===== src/rtl/fsba_pkg.sv =====
// Package: constants, codes and types for the fit select block allocator.
`default_nettype none
package fsba_pkg;
   localparam int MaxBlocks = 64;
   localparam int SlotW = $clog2(MaxBlocks);
   localparam int PtrW = SlotW + 1;
   localparam int AddrW = 21;
   localparam int HeapBytes = 1048576;
   localparam logic [PtrW-1:0] NIL = PtrW'(MaxBlocks);

   localparam logic [1:0] FIT_FIRST = 2'd0;
   localparam logic [1:0] FIT_BEST = 2'd1;
   localparam logic [1:0] FIT_NEXT = 2'd2;

   localparam logic [1:0] ST_OK = 2'd0;
   localparam logic [1:0] ST_ZERO = 2'd1;
   localparam logic [1:0] ST_NOMEM = 2'd2;
   localparam logic [1:0] ST_BADADDR = 2'd3;

   localparam logic [1:0] REG_FIT_MODE = 2'd0;
   localparam logic [1:0] REG_HEADER = 2'd1;
   localparam logic [1:0] REG_ALIGN = 2'd2;
   localparam logic [1:0] REG_LIMIT = 2'd3;

   typedef struct packed {
      logic [AddrW-1:0] start;
      logic [AddrW-1:0] size;
      logic             free;
      logic [PtrW-1:0]  next;
   } entry_type;
endpackage
`default_nettype wire


===== src/rtl/fsba_table.sv =====
// Block table memory: one write port, one registered read port.
`default_nettype none
module fsba_table
   import fsba_pkg::*;
(
   input  wire logic             clock,
   input  wire logic             wr_en,
   input  wire logic [SlotW-1:0] wr_addr,
   input  wire entry_type        wr_data,
   input  wire logic [SlotW-1:0] rd_addr,
   output entry_type             rd_data
);
   entry_type mem [MaxBlocks];

   always_ff @(posedge clock) begin
      if (wr_en) begin
         mem[wr_addr] <= wr_data;
      end
      rd_data <= mem[rd_addr];
   end
endmodule
`default_nettype wire


===== config.mk =====
export PLATFORM = sky130hd
export DESIGN_NAME = fsba_table
export DESIGN_NICKNAME = d
export VERILOG_FILES = /design/src/rtl/fsba_pkg.sv /design/src/rtl/fsba_table.sv
export SDC_FILE = /design/constraint.sdc
export NUM_CORES = 2
export LEC_CHECK = 0
export BUFFER_PORTS_ARGS = -buffer_cell sky130_fd_sc_hd__buf_2
export CORE_ASPECT_RATIO = 0.6
export CORE_UTILIZATION = 45
export DETAILED_ROUTE_END_ITERATION = 6
export HOLD_SLACK_MARGIN = 0.1
export SKIP_LAST_GASP = 1
export SYNTH_ARGS = -nofsm -noshare
export SYNTH_HDL_FRONTEND = slang
export SYNTH_SLANG_ARGS = --single-unit

===== constraint.sdc =====
create_clock -name clock -period 5.6 [get_ports clock]
set_input_delay 0 -clock clock [delete_from_list [all_inputs] [get_ports clock]]
set_output_delay 0 -clock clock [all_outputs]
set_load 0.01 [all_outputs]

==> flow_metrics.tcl <==
set metrics [dict create \
    status "finished, final reports clean" \
    max_slew.worst_pin.slew_ns 1.46 \
    worstSetupEndpointType "flop" \
    drive_gt1_frac 0.258 \
    crit_start "rd_addr[5]" \
    firstDrtPassIters 5 \
    fp-row-count 148 \
    fmax_mhz 313 \
    cts-resized-gates 0 \
    cts.sink_count 3250 \
    hold_path.class "in2reg" \
    cts-root-buf "clkbuf_16" \
    synth_top_area_cell "edfxtp_1" \
    dr.first_iter.drc_count 9182 \
    grt_max_degree 123 \
    ys_types 45 \
    cts_max_level 5 \
    finalSetupViolCount 0 \
    gp_congestion 0.809 \
    port_buffers 113 \
    grt_pass1_vias 59900 \
    slew_headroom 0.0187 \
    yosysMostFrequentCell "edfxtp_1" \
    synthArstFlopShare 0 \
    fin_nets 5866 \
    vias 62600 \
    syn_to_final_growth_pct 12.8 \
    fin_cells 9639 \
    synth_top_area_frac 0.782 \
    ant_nets 0 \
    finClkSkew_ns 0.0411 \
    worstSetupPathType "in2reg" \
    wl_per_cell_um 37.0 \
    syn_inst 5457 \
    wirelength_mm 357 \
    die_h_um 407 \
    syn-cell-area_sq_mm 0.123 \
    path_max_fanout 10 \
    cp-start-kind "input pin" \
    grt-ovfl-total 0 \
    drv_cap 0 \
    cts-buffers-inserted 291 \
    ir_drop_mv 0.275 \
    grt_antenna_before_repair 19 \
    timing.rr.start "mem[13][44]$_DFFE_PP_" \
    clock_latency_ns 0.88 \
    p_leak_nw 43.2 \
    ys_seq_elements 3250 \
    synth-main-ff-cell "edfxtp_1" \
    cp.arrival_ns 3.98 \
    ys_top_cells_by_count "edfxtp_1, mux4_2, mux2i_1" \
    via_per_inst 6.49 \
    hpwlAfterDp_mm 196 \
    synthTopCellsByArea "edfxtp_1, mux4_2, mux2i_1, dfxtp_1, o22ai_1" \
    start_util 0.453 \
    grt_usage 0.257 \
    die_w_um 677 \
    period_minus_slack_ns 3.19 \
    num_io_pins 114 \
    hold_path.startpoint "wr_addr[3]" \
    maxSlewViolCount 0 \
    drc 0 \
    synth_nets 5521 \
    yosys_warnings 0 \
    finalSetupTns_ns 0 \
    hold_viol_final 0 \
    powerDensity_mw_per_mm2 356 \
    grt_pass1_wl_mm 492 \
    synth-seq-area-share 0.790 \
    path_clk_slew_ns 0.07 \
    dp_cells 9052 \
    synth_edf_count 3200 \
    rsz0062_at_grt "false" \
    die_area_sq_mm 0.275 \
    syn_area_per_cell_sq_um 22.5 \
    fin_crit_sh 0.570 \
    fp.coreArea_sq_mm 0.271 \
    tritoncts "done" \
    clock_path_buffers 4 \
    required_ns 6.38 \
]
[registers in the layout, indices dropped and copies added, names as in the netlist]
signal   flops
mem       3200
rd_data     50
[cell usage in the layout, fill, tap and decap left out, types with 17 or more instances in the layout]
cell / synthesis / routed
clkinv_1: 0 / 53
clkinv_2: 0 / 43
mux2_2: 68 / 68
buf_2: 72 / 108
mux2i_1: 229 / 229
and3_1: 17 / 17
a221o_1: 36 / 36
clkbuf_8: 0 / 17
mux4_2: 690 / 690
nand3_1: 98 / 98
nand2_1: 110 / 107
bufinv_16: 0 / 18
dfxtp_1: 50 / 50
a211oi_1: 32 / 32
buf_12: 1 / 34
buf_4: 38 / 168
clkbuf_1: 154 / 68
dlygate4sd3_1: 0 / 57
nor2_4: 0 / 66
o221ai_1: 55 / 55
a21oi_1: 26 / 26
a22oi_1: 80 / 80
nand4_1: 65 / 65
edfxtp_1: 3200 / 3200
nor2b_1: 28 / 23
o22ai_1: 126 / 126
clkbuf_16: 0 / 303
nor2_1: 98 / 32
[path summary, 6_finish.rpt]
kind	to	slack, ns	cells past startpoint
setup / recovery	rd_data[44]$_DFF_P_	2.41	8
hold / removal	mem[35][7]$_DFFE_PP_	0.22	3
setup reg to reg	rd_data[44]$_DFF_P_	3.28	5
hold reg to reg	rd_data[12]$_DFF_P_	0.84	4
[critical path, cell delays in order]
cell and delay (ns):
dlygate4sd3_1 0.61, buf_2 0.51, nor2b_4 0.32, buf_4 0.32, nor2_1 0.66, a31oi_1 0.16
nor3_1 1.13, o211a_1 0.22
[logic make-up after synthesis]
family | count (synthesis) | share of synthesized area
and+or+nand+nor | 446 | 0.0174
muxes | 1003 | 0.153
DFF | 3250 | 0.790
buffers and inverters | 319 | 0.0134
AOI/OAI and AO/OA | 439 | 0.0267
[layer usage]
| layer | global-route usage | wire length, um | part of all wire | vias to the layer above |
|---|---|---|---|---|
| li1 | - | - | - | 24000 |
| met2 | 0.372 | 156000 | 0.44 | 3917 |
| met3 | 0.0543 | 40200 | 0.11 | 451 |
| met1 | 0.404 | 154000 | 0.43 | 34200 |
| met5 | 0 | 22 | 0.000062 | - |
| met4 | 0.0526 | 7230 | 0.020 | 4 |
[per-stage QoR]
step	utilization	instance area [sq um]	total power, W	setup WS [ns]	hold WS (ns)
3_3_place_gp	0.475	129000	0.0300	2.10	0.401
6_report	0.511	139000	0.0493	2.41	0.215
4_1_cts	0.511	139000	0.0496	2.70	0.151
3_5_place_dp	0.475	129000	0.0300	2.04	0.402
2_1_floorplan	-	123000	0.0288	1.17	0.0989
5_1_grt	0.511	139000	0.0506	2.59	0.209
[cell type report]
type,count,area (sq um)
Clock inverter,130,1140
Tap cell,3600,4500
Inverter,1,3.75
Antenna cell,12,30.0
Timing Repair Buffer,370,3090
Sequential cell,3250,97100
Multi-Input combinational cell,1888,24800
Clock buffer,388,8070
Fill cell,21100,133000
[timing repair]
item | CTS | global route
buffers inserted | 0 | 0
hold buffers | 57 | 0
endpoints found under the hold margin | 3331 | 0
[report_power, final]
part           switching [W]  leakage [nW]  internal (W)
Clock                0.00880          4.51        0.0110
Sequential          0.000127          29.2        0.0269
Combinational        0.00161          9.43      0.000875
Total                 0.0105          43.2        0.0388
(Power assumes the default switching activity.)
